[src/rtl/lwgf_pkg.sv]
package lwgf_pkg;

    localparam int RANGE_W             = 16;
    localparam int CENTRE_W            = 13;
    localparam int APB_DATA_W          = 32;
    localparam int APB_ADDR_W          = 3;
    localparam int DEFAULT_MAX_SAMPLES = 4096;
    localparam int QUEUE_DEPTH         = 4;

    localparam logic [RANGE_W-1:0]  THRESHOLD_RESET = 16'd800;
    localparam logic [CENTRE_W-1:0] CENTRE_MAX      = 13'd8191;

    // register index as decoded from paddr bit 2
    localparam logic REG_THRESHOLD = 1'b0;

    // one classified sample handed from front to back
    typedef struct packed {
        logic has_bit;   // sample was not the seeding one
        logic free_bit;
        logic last;
    } lwgf_entry_t;

endpackage

[src/rtl/lwgf_front.sv]
module lwgf_front (
    input  logic                          clk,
    input  logic                          rst_n,
    input  logic                          sample_valid,
    output logic                          sample_stall,
    input  logic [lwgf_pkg::RANGE_W-1:0]  range_mm,
    input  logic                          last_sample,
    input  logic [lwgf_pkg::RANGE_W-1:0]  threshold,
    input  logic                          queue_full,
    output logic                          push,
    output lwgf_pkg::lwgf_entry_t         entry
);
    import lwgf_pkg::*;

    logic [RANGE_W-1:0] previous_range_reg;
    logic [RANGE_W-1:0] previous_range_next;
    logic               seeded_reg;
    logic               seeded_next;
    logic [RANGE_W-1:0] tested;

    assign sample_stall = queue_full;
    assign push         = sample_valid && !queue_full;

    // no return: test the previous raw range instead
    assign tested = (range_mm == '0) ? previous_range_reg : range_mm;

    always_comb
    begin
        entry.has_bit  = seeded_reg;
        entry.free_bit = tested > threshold;
        entry.last     = last_sample;
    end

    always_comb
    begin
        previous_range_next = previous_range_reg;
        seeded_next         = seeded_reg;
        if (push)
        begin
            if (last_sample)
            begin
                previous_range_next = '0;
                seeded_next         = 1'b0;
            end
            else
            begin
                previous_range_next = range_mm;
                seeded_next         = 1'b1;
            end
        end
    end

    always_ff @(posedge clk or negedge rst_n)
    begin
        if (!rst_n)
        begin
            previous_range_reg <= '0;
            seeded_reg         <= 1'b0;
        end
        else
        begin
            previous_range_reg <= previous_range_next;
            seeded_reg         <= seeded_next;
        end
    end

endmodule

[src/rtl/lwgf_queue.sv]
module lwgf_queue #(
    parameter int DEPTH = lwgf_pkg::QUEUE_DEPTH
) (
    input  logic                  clk,
    input  logic                  rst_n,
    input  logic                  push,
    input  lwgf_pkg::lwgf_entry_t push_entry,
    input  logic                  pop,
    output lwgf_pkg::lwgf_entry_t head,
    output logic                  empty,
    output logic                  full
);
    import lwgf_pkg::*;

    localparam int PTR_W = (DEPTH > 1) ? $clog2(DEPTH) : 1;
    localparam int CNT_W = $clog2(DEPTH + 1);

    lwgf_entry_t        slots_reg [DEPTH];
    logic [PTR_W-1:0]   wr_ptr_reg;
    logic [PTR_W-1:0]   wr_ptr_next;
    logic [PTR_W-1:0]   rd_ptr_reg;
    logic [PTR_W-1:0]   rd_ptr_next;
    logic [CNT_W-1:0]   count_reg;
    logic [CNT_W-1:0]   count_next;

    assign empty = (count_reg == '0);
    assign full  = (count_reg == CNT_W'(DEPTH));
    assign head  = slots_reg[rd_ptr_reg];

    always_comb
    begin
        wr_ptr_next = wr_ptr_reg;
        rd_ptr_next = rd_ptr_reg;
        count_next  = count_reg;
        if (push)
        begin
            wr_ptr_next = (wr_ptr_reg == PTR_W'(DEPTH - 1)) ? '0 : wr_ptr_reg + 1'b1;
        end
        if (pop)
        begin
            rd_ptr_next = (rd_ptr_reg == PTR_W'(DEPTH - 1)) ? '0 : rd_ptr_reg + 1'b1;
        end
        if (push && !pop)
        begin
            count_next = count_reg + 1'b1;
        end
        else if (pop && !push)
        begin
            count_next = count_reg - 1'b1;
        end
    end

    always_ff @(posedge clk)
    begin
        if (push)
        begin
            slots_reg[wr_ptr_reg] <= push_entry;
        end
    end

    always_ff @(posedge clk or negedge rst_n)
    begin
        if (!rst_n)
        begin
            wr_ptr_reg <= '0;
            rd_ptr_reg <= '0;
            count_reg  <= '0;
        end
        else
        begin
            wr_ptr_reg <= wr_ptr_next;
            rd_ptr_reg <= rd_ptr_next;
            count_reg  <= count_next;
        end
    end

endmodule

[src/rtl/lwgf_back.sv]
module lwgf_back #(
    parameter int MAX_SAMPLES = lwgf_pkg::DEFAULT_MAX_SAMPLES
) (
    input  logic                           clk,
    input  logic                           rst_n,
    input  lwgf_pkg::lwgf_entry_t          head,
    input  logic                           empty,
    output logic                           pop,
    output logic                           gap_valid,
    input  logic                           gap_stall,
    output logic [lwgf_pkg::CENTRE_W-1:0]  gap_centre_half,
    output logic                           gap_found
);
    import lwgf_pkg::*;

    localparam int IDX_W = $clog2(MAX_SAMPLES);
    localparam int CW    = (IDX_W + 2 > CENTRE_W + 1) ? IDX_W + 2 : CENTRE_W + 1;
    localparam logic [IDX_W-1:0] IDX_MAX = IDX_W'(MAX_SAMPLES - 1);

    logic             prev_bit_reg,   prev_bit_next;
    logic             have_prev_reg,  have_prev_next;
    logic [IDX_W-1:0] bit_index_reg,  bit_index_next;
    logic [IDX_W-1:0] run_start_reg,  run_start_next;
    logic [IDX_W-1:0] run_length_reg, run_length_next;
    logic [IDX_W-1:0] best_length_reg, best_length_next;
    logic [IDX_W-1:0] best_start_reg, best_start_next;
    logic             best_valid_reg, best_valid_next;

    // best run after this word's update, before the end-of-scan clear
    logic [IDX_W-1:0] upd_best_length;
    logic [IDX_W-1:0] upd_best_start;
    logic             upd_best_valid;

    logic                out_valid_reg,  out_valid_next;
    logic [CENTRE_W-1:0] out_centre_reg, out_centre_next;
    logic                out_found_reg,  out_found_next;

    logic [CW-1:0]       centre_wide;
    logic                out_free;

    // output register frees up when empty or taken this cycle
    assign out_free = !out_valid_reg || !gap_stall;
    assign pop      = !empty && (!head.last || out_free);

    assign gap_valid       = out_valid_reg;
    assign gap_centre_half = out_centre_reg;
    assign gap_found       = out_found_reg;

    always_comb
    begin
        prev_bit_next    = prev_bit_reg;
        have_prev_next   = have_prev_reg;
        bit_index_next   = bit_index_reg;
        run_start_next   = run_start_reg;
        run_length_next  = run_length_reg;
        best_length_next = best_length_reg;
        best_start_next  = best_start_reg;
        best_valid_next  = best_valid_reg;

        if (pop && head.has_bit)
        begin
            if (have_prev_reg)
            begin
                if (prev_bit_reg && !head.free_bit && (run_start_reg != '0))
                begin
                    // run closes, first longest wins
                    if (!best_valid_reg || (run_length_reg > best_length_reg))
                    begin
                        best_length_next = run_length_reg;
                        best_start_next  = run_start_reg;
                        best_valid_next  = 1'b1;
                    end
                    run_start_next  = '0;
                    run_length_next = '0;
                end
                else if (!prev_bit_reg && !head.free_bit)
                begin
                    run_start_next = bit_index_reg;
                end
                else if (prev_bit_reg && head.free_bit)
                begin
                    run_length_next = (run_length_reg < IDX_MAX) ?
                                      run_length_reg + 1'b1 : IDX_MAX;
                end
            end
            prev_bit_next  = head.free_bit;
            have_prev_next = 1'b1;
            bit_index_next = (bit_index_reg < IDX_MAX) ? bit_index_reg + 1'b1 : IDX_MAX;
        end

        upd_best_length = best_length_next;
        upd_best_start  = best_start_next;
        upd_best_valid  = best_valid_next;

        if (pop && head.last)
        begin
            prev_bit_next    = 1'b0;
            have_prev_next   = 1'b0;
            bit_index_next   = '0;
            run_start_next   = '0;
            run_length_next  = '0;
            best_length_next = '0;
            best_start_next  = '0;
            best_valid_next  = 1'b0;
        end
    end

    // centre from the best run including this word's update
    assign centre_wide = (CW'(upd_best_start) << 1) + CW'(upd_best_length);

    always_comb
    begin
        out_valid_next  = out_valid_reg;
        out_centre_next = out_centre_reg;
        out_found_next  = out_found_reg;
        if (out_free)
        begin
            out_valid_next = 1'b0;
        end
        if (pop && head.last)
        begin
            out_valid_next = 1'b1;
            out_found_next = upd_best_valid;
            if (!upd_best_valid)
            begin
                out_centre_next = '0;
            end
            else if (centre_wide > CW'(CENTRE_MAX))
            begin
                out_centre_next = CENTRE_MAX;
            end
            else
            begin
                out_centre_next = centre_wide[CENTRE_W-1:0];
            end
        end
    end

    always_ff @(posedge clk)
    begin
        out_centre_reg <= out_centre_next;
        out_found_reg  <= out_found_next;
    end

    always_ff @(posedge clk or negedge rst_n)
    begin
        if (!rst_n)
        begin
            prev_bit_reg    <= 1'b0;
            have_prev_reg   <= 1'b0;
            bit_index_reg   <= '0;
            run_start_reg   <= '0;
            run_length_reg  <= '0;
            best_length_reg <= '0;
            best_start_reg  <= '0;
            best_valid_reg  <= 1'b0;
            out_valid_reg   <= 1'b0;
        end
        else
        begin
            prev_bit_reg    <= prev_bit_next;
            have_prev_reg   <= have_prev_next;
            bit_index_reg   <= bit_index_next;
            run_start_reg   <= run_start_next;
            run_length_reg  <= run_length_next;
            best_length_reg <= best_length_next;
            best_start_reg  <= best_start_next;
            best_valid_reg  <= best_valid_next;
            out_valid_reg   <= out_valid_next;
        end
    end

endmodule

[src/rtl/lidar_widest_gap_finder.sv]
// with the queue empty, a last-marked sample word is first written into a queue slot, then
// taken by the back stage, which writes its result word into the result register
// throughput: one sample word per cycle while the queue is not full; the per-word run update in the back stage sets it
// a waiting result word blocks only the back stage; the front keeps filling a 4-entry queue
// reset: rst_n asynchronous active low, clears scan state, queue and output valid
// reset: threshold returns to 800 mm
module lidar_widest_gap_finder #(
    parameter int MAX_SAMPLES = lwgf_pkg::DEFAULT_MAX_SAMPLES
) (
    input  logic                             clk,
    input  logic                             rst_n,
    // sample channel
    input  logic                             sample_valid,
    output logic                             sample_stall,
    input  logic [lwgf_pkg::RANGE_W-1:0]     range_mm,
    input  logic                             last_sample,
    // result channel
    output logic                             gap_valid,
    input  logic                             gap_stall,
    output logic [lwgf_pkg::CENTRE_W-1:0]    gap_centre_half,
    output logic                             gap_found,
    // configuration port
    input  logic                             psel,
    input  logic                             penable,
    input  logic                             pwrite,
    input  logic [lwgf_pkg::APB_ADDR_W-1:0]  paddr,
    input  logic [lwgf_pkg::APB_DATA_W-1:0]  pwdata,
    output logic [lwgf_pkg::APB_DATA_W-1:0]  prdata,
    output logic                             pready
);
    import lwgf_pkg::*;

    logic [RANGE_W-1:0] threshold_reg;
    logic [RANGE_W-1:0] threshold_next;
    logic               cfg_write;

    logic               queue_push;
    logic               queue_pop;
    logic               queue_empty;
    logic               queue_full;
    lwgf_entry_t        front_entry;
    lwgf_entry_t        queue_head;

    // register file: paddr bit 2 picks the register, only the threshold exists
    assign pready    = 1'b1;
    assign cfg_write = psel && penable && pwrite;

    always_comb
    begin
        threshold_next = threshold_reg;
        if (cfg_write && (paddr[2] == REG_THRESHOLD))
        begin
            threshold_next = pwdata[RANGE_W-1:0];
        end
    end

    always_comb
    begin
        prdata = '0;
        if (paddr[2] == REG_THRESHOLD)
        begin
            prdata = APB_DATA_W'(threshold_reg);
        end
    end

    always_ff @(posedge clk or negedge rst_n)
    begin
        if (!rst_n)
        begin
            threshold_reg <= THRESHOLD_RESET;
        end
        else
        begin
            threshold_reg <= threshold_next;
        end
    end

    // front: seeds on the first sample of a scan, turns later samples into free bits
    lwgf_front u_front (
        .clk          (clk),
        .rst_n        (rst_n),
        .sample_valid (sample_valid),
        .sample_stall (sample_stall),
        .range_mm     (range_mm),
        .last_sample  (last_sample),
        .threshold    (threshold_reg),
        .queue_full   (queue_full),
        .push         (queue_push),
        .entry        (front_entry)
    );

    // short queue so the front keeps going while a result word waits
    lwgf_queue #(
        .DEPTH (QUEUE_DEPTH)
    ) u_queue (
        .clk        (clk),
        .rst_n      (rst_n),
        .push       (queue_push),
        .push_entry (front_entry),
        .pop        (queue_pop),
        .head       (queue_head),
        .empty      (queue_empty),
        .full       (queue_full)
    );

    // back: pairwise run tracking, best run, result register
    lwgf_back #(
        .MAX_SAMPLES (MAX_SAMPLES)
    ) u_back (
        .clk             (clk),
        .rst_n           (rst_n),
        .head            (queue_head),
        .empty           (queue_empty),
        .pop             (queue_pop),
        .gap_valid       (gap_valid),
        .gap_stall       (gap_stall),
        .gap_centre_half (gap_centre_half),
        .gap_found       (gap_found)
    );

endmodule

[config.mk]
export PLATFORM = sky130hd
export DESIGN_NAME = lidar_widest_gap_finder
export DESIGN_NICKNAME = d
export VERILOG_FILES = /design/src/rtl/lwgf_pkg.sv /design/src/rtl/lwgf_front.sv /design/src/rtl/lwgf_queue.sv /design/src/rtl/lwgf_back.sv /design/src/rtl/lidar_widest_gap_finder.sv
export SDC_FILE = /design/constraint.sdc
export NUM_CORES = 1
export LEC_CHECK = 0
export ABC_AREA = 1
export BUFFER_PORTS_ARGS = -buffer_cell sky130_fd_sc_hd__buf_2
export CAP_MARGIN = 25
export CORE_MARGIN = 2
export CORE_UTILIZATION = 50
export CTS_CLUSTER_DIAMETER = 80
export DETAILED_ROUTE_END_ITERATION = 8
export PLACE_DENSITY = 0.79
export REMOVE_ABC_BUFFERS = 1
export SYNTH_ARGS = -nofsm -noshare
export SYNTH_HDL_FRONTEND = slang
export SYNTH_HIERARCHICAL = 1
export SYNTH_SLANG_ARGS = --single-unit
[constraint.sdc]
create_clock -name clk -period 5.3 [get_ports clk]
set_input_delay 0.795 -clock clk [delete_from_list [all_inputs] [get_ports clk]]
set_output_delay 0.795 -clock clk [all_outputs]
set_load 0.05 [all_outputs]
== After elaboration in Yosys (flattened, before gate mapping) ==
Memory sizes are Yosys's and may differ from the RTL's.
Cells that the tools add are included.
Storage, ports and cells
  flip-flop bits (word level): 118
  bits in latches: 0
  memory bits (writable): 12
  ROM bits: 0
  output and inout port bits: 49
  word-level logic and storage cells: 119
  memories kept: 1
Cells by class
  $add $sub $neg: 7
  $mul: 0
  div/mod/pow operators: 0
  order comparisons: 5
  equality and inequality tests: 4
  shift-type cells: 0
  muxes and demuxes: 47
  bitwise gates (word level): 1
  reduce and logical (&&, ||, !) cells: 37
Memories
  u_queue.slots_reg: depth 4, bits a word 3, rd ports 1, clocked after Yosys merged registers in 0, write ports 1, line lwgf_queue.sv:18  | lwgf_entry_t slots_reg [DEPTH];
Operators by type and width (number)
  12-bit 2-to-1 mux: 25
  16-bit 2-to-1 mux: 3
  12-bit by 1-bit adder with 12-bit output, second input constant: 2
  12-bit < comparator, second input constant: 2
  16-bit > comparator: 1
  16-bit zero test: 1
  13-bit by 12-bit adder with 14-bit output: 1
  14-bit by 13-bit > comparator with 1-bit output, second input constant: 1
  1-bit 2-to-1 mux: 14
  1-bit logical AND: 13
  13-bit 2-to-1 mux: 1
  12-bit > comparator: 1
  12-bit nonzero test: 1
  1-bit zero test: 10
  2-bit nonzero test: 4
  3-bit 2-to-1 mux: 2
  3-bit nonzero test: 2
  2-bit by 1-bit adder with 2-bit output, second input constant: 2
  2-bit equality test, second input constant: 2
  2-bit 2-to-1 mux: 2
  4-bit AND reduction: 1
  3-bit by 1-bit adder with 3-bit output, second input constant: 1
  3-bit equality test, second input constant: 1
  3-bit zero test: 1
  5 further kinds: 7

== Depth between registers and ports, before layout ==
Gate-level depths: netlist (run 1).
An unclocked memory read counts as a cell.
  depth after elaboration: 10
  gate-level depth with buffers: 28

== Hierarchy ==
Netlist (run 1), hierarchy kept.
Modules (own cells, without submodules)
  lwgf_back: times used 1, cells each 576, area each 4775.8 µm², seq. area each 2021.9 µm²
  lwgf_front: times used 1, cells each 180, area each 1292.5 µm², seq. area each 425.4 µm²
  lidar_widest_gap_finder: times used 1, cells each 125, area each 942.2 µm², seq. area each 404.1 µm²
  lwgf_queue: times used 1, cells each 87, area each 905.9 µm², seq. area each 535.5 µm²

== Worst setup path after synthesis (run 1) ==
No wires, ideal clock.
  path type: in2reg
  start: input gap_stall
  end: register u_back.out_centre_reg[10], in the netlist u_back/gap_centre_half[10], data pin
  library setup time: 0.259 ns
  arrival: 3.228 ns
  path slack: 1.813 ns
  cell stages on the path: 21
  path buffers: 3
  cell sequence: nand2_1 o21ai_2 inv_2 nand2_4 clkinv_2 nand2_2 nor2_4 nand2_4 buf_12 buf_6 o21ai_2 inv_2 ha_1 fa_1 nand3_1 nand4_1 nand2_1 nand2_1 nand3_2 buf_6 a21oi_1
Between the ends
  cells in the longest elaborated chain, start to end: 9
Ends and longest elaborated chain
  from (decl): line lidar_widest_gap_finder.sv:19  | input logic gap_stall,
  1-bit zero test *: line lwgf_back.sv:42  | assign out_free = !out_valid_reg || !gap_stall;
  1-bit logical OR *: line lwgf_back.sv:42
  1-bit logical OR *: line lwgf_back.sv:43  | assign pop = !empty && (!head.last || out_free);
  1-bit logical AND *: line lwgf_back.sv:43
  net queue_pop: line lidar_widest_gap_finder.sv:38  | logic queue_pop;
  1-bit logical AND *: line lwgf_back.sv:60  | if (pop && head.has_bit)
  12-bit 2-to-1 mux: line lwgf_back.sv:60
  13-bit by 12-bit adder with 14-bit output: line lwgf_back.sv:109  | assign centre_wide = (CW'(upd_best_start) << 1) + CW'(upd_best_length);
  14-bit by 13-bit > comparator with 1-bit output: line lwgf_back.sv:128  | else if (centre_wide > CW'(CENTRE_MAX))
  13-bit 2-to-1 mux: line lwgf_back.sv:128
  to (signal assigned): line lwgf_back.sv:141  | out_centre_reg <= out_centre_next;
  to (decl): line lwgf_back.sv:35  | logic [CENTRE_W-1:0] out_centre_reg, out_centre_next;
Mark *: on every way through the listed nets, which the timed path passes. The rest lies on a longest branch.
A chain may end at the register's enable or synchronous reset.

==> results by group, run 1 <==
Status
  • Status: finished, final reports clean

Floorplanning
  • Die span in y: 130 um
  • Initial core utilization: 0.517
  • Core area: 15300 um^2
  • Row count: 45
  • Die width: 130 um
  • Io pins: 108
  • Die area: 16900 um^2

CTS
  • Post-CTS Hold Fix Bufs: 0
  • Clock buffer depth: 2
  • Clk slew on worst S/H paths: 0.05 ns
  • PostCTS Resize Cnt: 0
  • Setup Fix Bufs, Post-CTS: 0
  • Root Driver: clkbuf_16
  • H-tree lvl count: 4
  • Num CTS Buffers: 17
  • Worst-Skew Late Latency: 0.42 ns
  • TritonCTS clock tree: done
  • Clk sinks: 130

Critical path
  • Worst path most repeated cell: inv_2
  • CP max-delay cell: nand2_4
  • Cells along the critical path: inv_2 > nand2_1 > o211ai_1 > nand2_1 > inv_2 > o21ai_2 > inv_2 > nand2_4 > clkinv_2 > nand2_2 > nor2_4 > nand2_4 > o21ai_2 > inv_2 > ha_1 > a21oi_1 > o21ai_0 > a21oi_1 > nor2_1 > nor2_1 > xor2_1 > a21oi_1
  • WP buf/inv: 5
  • WP data arrival: 4.29 ns
  • Crit-path max cell delay: 0.42 ns
  • Worst setup SP type: register
  • Crit path kind: register to register
  • Critical path peak fanout: 47
  • Top Family by Delay on Critical Path: compound AO/OA/AOI/OAI gates
  • Critical path endpoint category: register
  • WP data required: 5.45 ns

Placed design
  • Worst slack, placed: 1.12 ns
  • DP HPWL: 11.1 mm
  • Placer Congestion: 0.897
  • PortBufs: 72

Logic synthesis
  • Synth Register Bits: 130
  • Sequential fraction of the synthesis area: 0.428
  • Distinct cells, synth: 43
  • Yosys warnings: 6
  • Avg Inst Size Synth: 8.18 um^2
  • Synthesized instance count: 968
  • Synth Cell Area: 7920 um^2
  • Synth area leaders: dfrtp_1 32%, edfxtp_1 9.9%, nand2_1 8.4%
  • Area leader, netlist: dfrtp_1
  • Yosys top cell area share: 0.319

Global routing
  • Number of global-route vias before repair: 5655
  • GRT overflow: 0
  • Initial antenna violation count: 0
  • Largest net degree at the start of global routing: 60
  • Total track usage: 0.196
  • Global-route wire length before repair: 26.0 mm

Power
  • Total power: 0.00375 W
  • Leak pwr: 4.62 nW
  • Power Density: 422 nW/um^2
  • Peak supply drop: 305 uV

Routing
  • Final WL: 15.4 mm
  • Drt initial violations: 374
  • Vias per cell: 4.97
  • WL/cell: 12.3 um
  • Pre-antenna DRT Iters: 5
  • DRC viols: 0
  • ANT nets after route: 0
  • Total number of vias: 6252

Timing
  • Slew @ Worst Pin: 0.807 ns
  • F_max: 0.241 GHz
  • # setup viols final: 0
  • Slew Viols, Final: 0
  • Post-route clock skew: 0.00612 ns
  • Setup TNS: 0 ns
  • Worst Setup Slack, final: 1.16 ns
  • RSZ-0062 raised after global routing: no
  • Final Hold Fails: 0
  • Worst slew margin relative to its limit: 0.460
  • Min cycle time layout: 4.14 ns
  • Final period utilization: 0.782

Worst hold path
  • Hold Crit Class: input port to async pin

Layout
  • Area growth, synth to finish: 12.2%
  • Fillers: 1381
  • Post-layout nets: 1142
  • Share of cells above drive strength 1: 0.210
  • Diodes inserted: 0

Job
  • Max-Cap Viols: 0
## metrics by stage
step,cell area (um^2),hold slack [ns],cells,util
floorplan,7630,0.451,941,-
global route,8880,0.497,1258,0.580
global placement,8280,0.462,1226,0.540
detailed placement,8280,0.470,1226,0.540
finish,8880,0.450,1258,0.580
CTS,8880,0.475,1258,0.580
## cell usage in the layout (no fill, tap or decap), types with 3 or more instances in the layout
master      count
nand2_1       178
inv_1         172
dfrtp_1       101
buf_2          71
o21ai_0        63
nor2_1         56
ha_1           47
nand3_1        44
a21oi_1        38
inv_2          29
edfxtp_1       26
nand2_2        23
o21ai_2        23
nor2_2         22
o22ai_1        21
clkbuf_16      18
conb_1         17
nand4_1        15
o21ai_1        11
xor2_1         10
nand2_4         7
nor3_1          6
o211ai_1        6
xnor2_1         4
clkinvlp_4      3
clkinv_2        3
buf_4           3
dfstp_2         3
## worst register-to-register path, delay by kind of cell (launching register included)
family          cells  cell delay [ns]
compound gates      7             1.23
xor+xnor            1             0.24
fa+ha+maj           1             0.37
buf+inv             5             0.48
flops               1             0.41
simple gates        8             1.15
## synthesized netlist by cell type, drive strengths merged
master  number
nand2      208
inv        202
dfrtp      101
o21ai       97
nor2        81
ha          47
nand3       45
buf         39
a21oi       38
edfxtp      26
o22ai       21
nand4       15
xor2        10
nor3         7
o211ai       6
xnor2        4
clkbuf       3
dfstp        3
nor4         3
a21o         2
a31oi        2
conb         2
fa           2
clkinv       1
nand3b       1
o21bai       1
o31ai        1
## worst paths after layout
path	start	end	slack, ns	depth (start not counted)
worst min register to register	threshold_reg[8]	threshold_reg[8]	0.47	2
max in group asynchronous	rst_n	u_queue/wr_ptr_reg[0]	3.76	2
worst min-delay path	rst_n	u_back/best_length_reg[2]	0.45	1
worst max-delay path	u_queue/rd_ptr_reg[0]	u_back/gap_centre_half[10]	1.16	22
worst max register to register	u_queue/rd_ptr_reg[0]	u_back/gap_centre_half[10]	1.16	22
min in group clk	threshold_reg[8]	threshold_reg[8]	0.47	2
## layer usage
metal | GRT usage | vias up | part of all wire
met5 | 0 | - | 0
li1 | - | 3183 | -
met1 | 0.246 | 2890 | 0.44
met3 | 0.0447 | 15 | 0.051
met4 | 0.0658 | 0 | 0.011
met2 | 0.334 | 164 | 0.49
## cell type report
cell class	count	area (um^2)	share of cell area
Timing Repair Buffer	74	378	0.0425
Clock inverter	11	125	0.0141
Clock buffer	21	482	0.0542
Inverter	203	766	0.0862
Multi-Input combinational cell	608	3480	0.392
Sequential cell	130	3390	0.381
Tap cell	211	264	0.0297
## logic make-up after synthesis
family	Yosys count	synth area share
buffers and inverters	245	0.139
other	2	0.000949
adders and majority gates	49	0.0793
xor gates and xnor gates	14	0.0155
AOI/OAI and AO/OA	168	0.124
and+or+nand+nor	360	0.213
DFF	130	0.428
## report_power, final
part / internal (W) / switching, W / leakage (nW) / total (W)
combinational: 0.000288 / 0.000946 / 2.69 / 0.00123
clock: 0.000747 / 0.000440 / 0.292 / 0.00119
sequential: 0.00124 / 0.0000906 / 1.64 / 0.00133
total: 0.00227 / 0.00148 / 4.62 / 0.00375
Note: power is estimated with default switching activity, not from simulation.
==> run 2, diff against run 1 <==
--- a/config.mk
+++ b/config.mk
@@ -12,7 +12,7 @@
 export CORE_UTILIZATION = 50
 export CTS_CLUSTER_DIAMETER = 80
 export DETAILED_ROUTE_END_ITERATION = 8
-export PLACE_DENSITY = 0.79
+export PLACE_DENSITY = 0.82
 export REMOVE_ABC_BUFFERS = 1
 export SYNTH_ARGS = -nofsm -noshare
 export SYNTH_HDL_FRONTEND = slang
==> constraint.sdc (replaced) <==
create_clock -name clk -period 3.4 [get_ports clk]
set_input_delay 0.51 -clock clk [delete_from_list [all_inputs] [get_ports clk]]
set_output_delay 0.51 -clock clk [all_outputs]
set_load 0.05 [all_outputs]
==> run 2 against run 1 <==
The run now ends with setup timing left. Hold slack worse by 0.29 ns. Flip-flop and latch count did not move. First-iteration DRC count grew 17%. Clock power rose by 65%. Clock skew rose by 0.0041 ns. Largest cell class unchanged. Via count grew 7.4%. Non-clock buffer count is 52 higher. Power increased by 64%. Highest routed layer unchanged.
==> results by group, run 2 (synthesis results as in run 1) <==
Status
  • Status: finished, violations left
  • Failing checks: setup timing

Floorplanning
  • Die area: 16900 um^2
  • Io pins: 108
  • Die span in y: 130 um
  • Initial core utilization: 0.517
  • Core area: 15300 um^2
  • Row count: 45
  • Die width: 130 um

Layout
  • Diodes inserted: 0
  • Area growth, synth to finish: 22.5%
  • Most common cell after layout, fill and taps aside: nand2_1
  • Share of cells above drive strength 1: 0.277
  • Final core utilization: 0.633
  • Most frequent cells in the layout: 175 x nand2_1, 170 x inv_1, 101 x dfrtp_1
  • Design Area, Final: 9700 um^2
  • Post-layout nets: 1196

Timing
  • Post-route clock skew: 0.0102 ns
  • Slew @ Worst Pin: 0.868 ns
  • RSZ-0062 raised after global routing: yes
  • Worst Setup Slack, final: -0.0723 ns
  • Min cycle time layout: 3.47 ns
  • F_max: 0.288 GHz
  • Final Hold Fails: 0
  • # setup viols final: 1
  • Final period utilization: 1.02
  • Worst slew margin relative to its limit: 0.419
  • Slew Viols, Final: 0

Routing
  • WL/cell: 14.0 um
  • ANT nets after route: 0
  • Final WL: 18.4 mm
  • Total number of vias: 6713
  • DRC viols: 0
  • Drt initial violations: 437
  • Pre-antenna DRT Iters: 5
  • Vias per cell: 5.12

Placed design
  • PortBufs: 72
  • DP Area: 8630 um^2
  • DP HPWL: 12.2 mm
  • Placer Congestion: 0.844

Critical path
  • Worst setup SP type: register
  • Crit-path max cell delay: 0.36 ns
  • Critical path endpoint category: register
  • Critical path peak fanout: 8
  • WP data required: 3.55 ns
  • WP data arrival: 3.62 ns
  • Cells along the critical path: inv_1 > ha_1 > nand2_1 > nand2_1 > nand2_1 > nand2_1 > nand2_1 > nand3_1 > nand2_1 > nand2_4 > nand2_8 > buf_4 > nand2_2 > o21ai_4 > inv_2 > ha_4 > a21oi_1 > nand2_1 > a21oi_2 > nor2_1 > nor2_1 > xor2_1 > a21oi_2
  • Worst reg2reg setup slack: -0.07 ns
  • Top Family by Delay on Critical Path: simple AND/OR/NAND/NOR gates
  • Worst path most repeated cell: nand2_1
  • Crit path kind: register to register
  • CP max-delay cell: dfrtp_1
  • WP buf/inv: 3

Job
  • Max-Cap Viols: 0

Power
  • Peak supply drop: 522 uV
  • Sequential Power Share: 0.337
  • Cell-internal power: 0.00377 W
  • Clock power frac: 0.319
  • Power Density: 632 nW/um^2
  • Gate power share: 0.344
  • Total power: 0.00613 W
  • Sw Pwr: 0.00236 W
  • Leak pwr: 4.93 nW
  • Switching fraction of total power: 0.386

CTS
  • Post-CTS Hold Fix Bufs: 0
  • Root Driver: clkbuf_16
  • Clock buffer depth: 2
  • Num CTS Buffers: 17
  • TritonCTS clock tree: done
  • Worst-Skew Late Latency: 0.42 ns
  • Clk sinks: 130
  • Clk slew on worst S/H paths: 0.06 ns
  • H-tree lvl count: 4

Worst hold path
  • Hold Crit Class: input port to async pin

Global routing
  • Global-route wire length before repair: 29.1 mm
  • Total track usage: 0.219
  • GRT overflow: 0
  • Largest net degree at the start of global routing: 57
  • Initial antenna violation count: 0
  • Number of global-route vias before repair: 6383
==> run 2: cell count changes in the layout (fill, tap and decap cells not counted), moves of 8 or more <==
cell     previous run  this run
a21oi_1            38        29
o21ai_4             0        13
o21ai_2            23        12
ha_4                0         8
buf_4               3        49
a21oi_2             0         9
ha_1               47        38
==> run 2: final cells by class <==
class                           count  area [um^2]
Sequential cell                   130         3390
Clock inverter                      6         86.3
Tap cell                          211          264
Fill cell                        1183         5620
Multi-Input combinational cell    610         3820
Timing Repair Buffer              126          808
Inverter                          203          767
Clock buffer                       26          562
==> run 2: what timing repair did <==
action                                  in CTS  in global routing
endpoints found under the setup margin      13                 13
gates cloned                                 1                  1
setup buffers                                2                  5
pin swaps                                    2                 14
gates resized for setup                     13                 48
==> run 2: worst paths after layout <==
kind                                      startpoint                          to  cells after the start
setup / recovery           u_back/best_length_reg[1]  u_back/gap_centre_half[10]                     23
hold / removal                                 rst_n   u_back/best_length_reg[3]                      1
setup reg to reg           u_back/best_length_reg[1]  u_back/gap_centre_half[10]                     23
hold reg to reg                     threshold_reg[5]            threshold_reg[5]                      2
max in group asynchronous                      rst_n     u_back/bit_index_reg[0]                      2
min in group clk                           pwdata[5]            threshold_reg[5]                      3
==> run 2: metal layers <==
| metal | track usage | wire [um] |
|---|---|---|
| met1 | 0.261 | 7420 |
| met4 | 0.0854 | 527 |
| met3 | 0.0496 | 969 |
| met2 | 0.387 | 9440 |
| met5 | 0 | 0 |
==> run 2: worst register-to-register path, delay by kind of cell (launching register included) <==
kind	cells	cell delay [ns]
xor gates and xnor gates	1	0.23
DFF	1	0.36
buffers and inverters	3	0.37
AOI/OAI and AO/OA	4	0.53
and+or+nand+nor	13	1.18
adders and majority gates	2	0.54
==> run 2: power by group through the flow <==
stage	combinational [W]	sequential (W)	clock (W)
after floorplan	0.00114	0.00240	0
after global placement	0.00197	0.00208	0
after detailed placement	0.00203	0.00209	0
after CTS	0.00205	0.00207	0.00198
after global routing	0.00233	0.00211	0.00205
final	0.00211	0.00207	0.00196
==> run 2: metrics by stage <==
stage / setup TNS (ns) / hold WS, ns / setup WS, ns / instances
floorplan: -1.99 / 0.214 / -0.162 / 941
detailed placement: -0.561 / 0.466 / -0.0734 / 1271
finish: -0.0723 / 0.157 / -0.0723 / 1312
global route: -1.74 / 0.210 / -0.205 / 1312
CTS: -0.00977 / 0.172 / -0.00617 / 1306
global placement: -0.0134 / 0.467 / -0.00783 / 1271
==> run 3, diff against run 2 <==
--- a/config.mk
+++ b/config.mk
@@ -12,7 +12,7 @@
 export CORE_UTILIZATION = 50
 export CTS_CLUSTER_DIAMETER = 80
 export DETAILED_ROUTE_END_ITERATION = 8
-export PLACE_DENSITY = 0.82
+export PLACE_DENSITY = 0.79
 export REMOVE_ABC_BUFFERS = 1
 export SYNTH_ARGS = -nofsm -noshare
 export SYNTH_HDL_FRONTEND = slang
==> constraint.sdc (replaced) <==
create_clock -name clk -period 3.8 [get_ports clk]
set_input_delay 0.57 -clock clk [delete_from_list [all_inputs] [get_ports clk]]
set_output_delay 0.57 -clock clk [all_outputs]
set_load 0.05 [all_outputs]
==> run 3 against run 2 <==
The run now ends clean. Global-route usage shrank 1.2 points. Flip-flop and latch count is the same. Clock power down 18%. Critical endpoint is now u_back/gap_centre_half[9]. Largest cell class unchanged. Largest power group is now registers.
==> results by group, run 3 (synthesis results as in run 1) <==
Status
  • Status: finished, final reports clean

CTS
  • Clk sinks: 130
  • Clock buffer depth: 2
  • Post-CTS Hold Fix Bufs: 0
  • Root Driver: clkbuf_16
  • Num CTS Buffers: 17
  • Clk slew on worst S/H paths: 0.06 ns
  • TritonCTS clock tree: done
  • H-tree lvl count: 4
  • Worst-Skew Late Latency: 0.42 ns

Global routing
  • Initial antenna violation count: 0
  • Largest net degree at the start of global routing: 69
  • GRT overflow: 0
  • Global-route wire length before repair: 27.6 mm
  • Total track usage: 0.207
  • Number of global-route vias before repair: 6075

Timing
  • Slew Viols, Final: 0
  • Hold WS: 0.249 ns
  • Slew @ Worst Pin: 0.894 ns
  • Setup TNS: 0 ns
  • RSZ-0062 raised after global routing: no
  • Min cycle time layout: 3.60 ns
  • Final Hold Fails: 0
  • # setup viols final: 0
  • F_max: 0.278 GHz
  • Worst slew margin relative to its limit: 0.404
  • Post-route clock skew: 0.00743 ns
  • Final period utilization: 0.946

Floorplanning
  • Row count: 45
  • Initial core utilization: 0.517
  • Die area: 16900 um^2
  • Die span in y: 130 um
  • Core area: 15300 um^2
  • Io pins: 108
  • Die width: 130 um

Placed design
  • Placer Congestion: 0.883
  • PortBufs: 72
  • DP HPWL: 11.7 mm

Critical path
  • CP max-delay cell: dfrtp_1
  • Worst path most repeated cell: nor2_1
  • Worst setup SP type: register
  • Cells along the critical path: inv_4 > buf_4 > o211ai_1 > nand2_1 > nor2_1 > nand2_2 > nor2_4 > nand2_8 > buf_12 > o21ai_4 > inv_2 > ha_1 > a21oi_1 > o21ai_1 > a21oi_2 > nor2_1 > nor2_1 > xor2_1 > a21oi_1
  • Critical path endpoint category: register
  • WP data arrival: 3.75 ns
  • WP data required: 3.96 ns
  • Top Family by Delay on Critical Path: simple AND/OR/NAND/NOR gates
  • WP buf/inv: 4
  • Crit path kind: register to register
  • Crit-path max cell delay: 0.43 ns
  • Worst reg2reg setup slack: 0.20 ns
  • Critical path peak fanout: 22

Routing
  • Final WL: 16.3 mm
  • Drt initial violations: 437
  • Pre-antenna DRT Iters: 6
  • ANT nets after route: 0
  • Total number of vias: 6362
  • Vias per cell: 4.98
  • WL/cell: 12.8 um
  • DRC viols: 0

Layout
  • Most frequent cells in the layout: 177 x nand2_1, 172 x inv_1, 101 x dfrtp_1
  • Post-layout nets: 1162
  • Diodes inserted: 0
  • Most common cell after layout, fill and taps aside: nand2_1
  • Area growth, synth to finish: 15.3%
  • Share of cells above drive strength 1: 0.240

Power
  • Peak supply drop: 392 uV
  • Leak pwr: 4.71 nW
  • Power Density: 571 nW/um^2

Worst hold path
  • Hold Crit Class: input port to async pin

Job
  • Max-Cap Viols: 0
-- run 3: cell count changes in the layout (fill, tap and decap cells not counted), moves of 3 or more --
cell and delta:
ha_4 -8, o21ai_2 +11, clkinv_2 +4, clkbuf_8 -5, nand2_4 -3, buf_4 -29
ha_2 +3, buf_6 -4, ha_1 +5, clkinvlp_4 +3, inv_2 -3, o21ai_4 -12
-- run 3: cell type report --
class	count	area, um^2
clock buffer	20	489
clock inverter	12	100
fill	1375	6190
inverter	203	768
multi-input combinational	609	3570
sequential	130	3390
tap	211	264
timing repair buffer	93	546
-- run 3: power breakdown --
group	switching [W]	internal [W]
registers	0.000131	0.00172
clock network	0.000614	0.000989
logic	0.00133	0.000416
-- run 3: worst reg2reg max path, cell delays in order, from the launching register on --
cell and delay [ns]:
dfrtp_1 0.43, inv_4 0.07, buf_4 0.16, o211ai_1 0.19, nand2_1 0.14, nor2_1 0.15, nand2_2 0.10, nor2_4 0.22
nand2_8 0.15, buf_12 0.20, o21ai_4 0.20, inv_2 0.05, ha_1 0.34, a21oi_1 0.16, o21ai_1 0.11, a21oi_2 0.15
nor2_1 0.05, nor2_1 0.12, xor2_1 0.24, a21oi_1 0.11
-- run 3: path summary, 6_finish.rpt --
path,startpoint,end,cells past startpoint
max,u_queue/rd_ptr_reg[0],u_back/gap_centre_half[9],19
min,rst_n,u_back/best_length_reg[2],1
max reg2reg,u_queue/rd_ptr_reg[0],u_back/gap_centre_half[9],19
min reg2reg,threshold_reg[9],threshold_reg[9],2
max in group asynchronous,rst_n,threshold_reg[5],2
min in group clk,pwdata[9],threshold_reg[9],3
-- run 3: layer usage --
layer,global-route usage,vias up,routed length (um)
li1,-,3208,-
met1,0.257,2981,7380
met2,0.355,154,8080
met3,0.0599,19,630
met4,0.0576,0,242
met5,0,-,0
-- run 3: stage by stage --
step,util,power [W],instance area (um^2),worst slack (ns),cells
floorplan,-,0.00317,7630,0.238,941
global placement,0.551,0.00357,8440,0.139,1244
detailed placement,0.551,0.00362,8440,0.0388,1244
CTS,0.590,0.00524,9030,0.00607,1276
global route,0.596,0.00552,9130,0.00208,1278
finish,0.596,0.00521,9130,0.204,1278
-- run 3: repair_timing --
item | in CTS | in global routing
gates cloned | 0 | 1
setup endpoints to repair | 4 | 13
resized for setup | 1 | 21
pin swaps | 0 | 3
setup buffers | 0 | 1
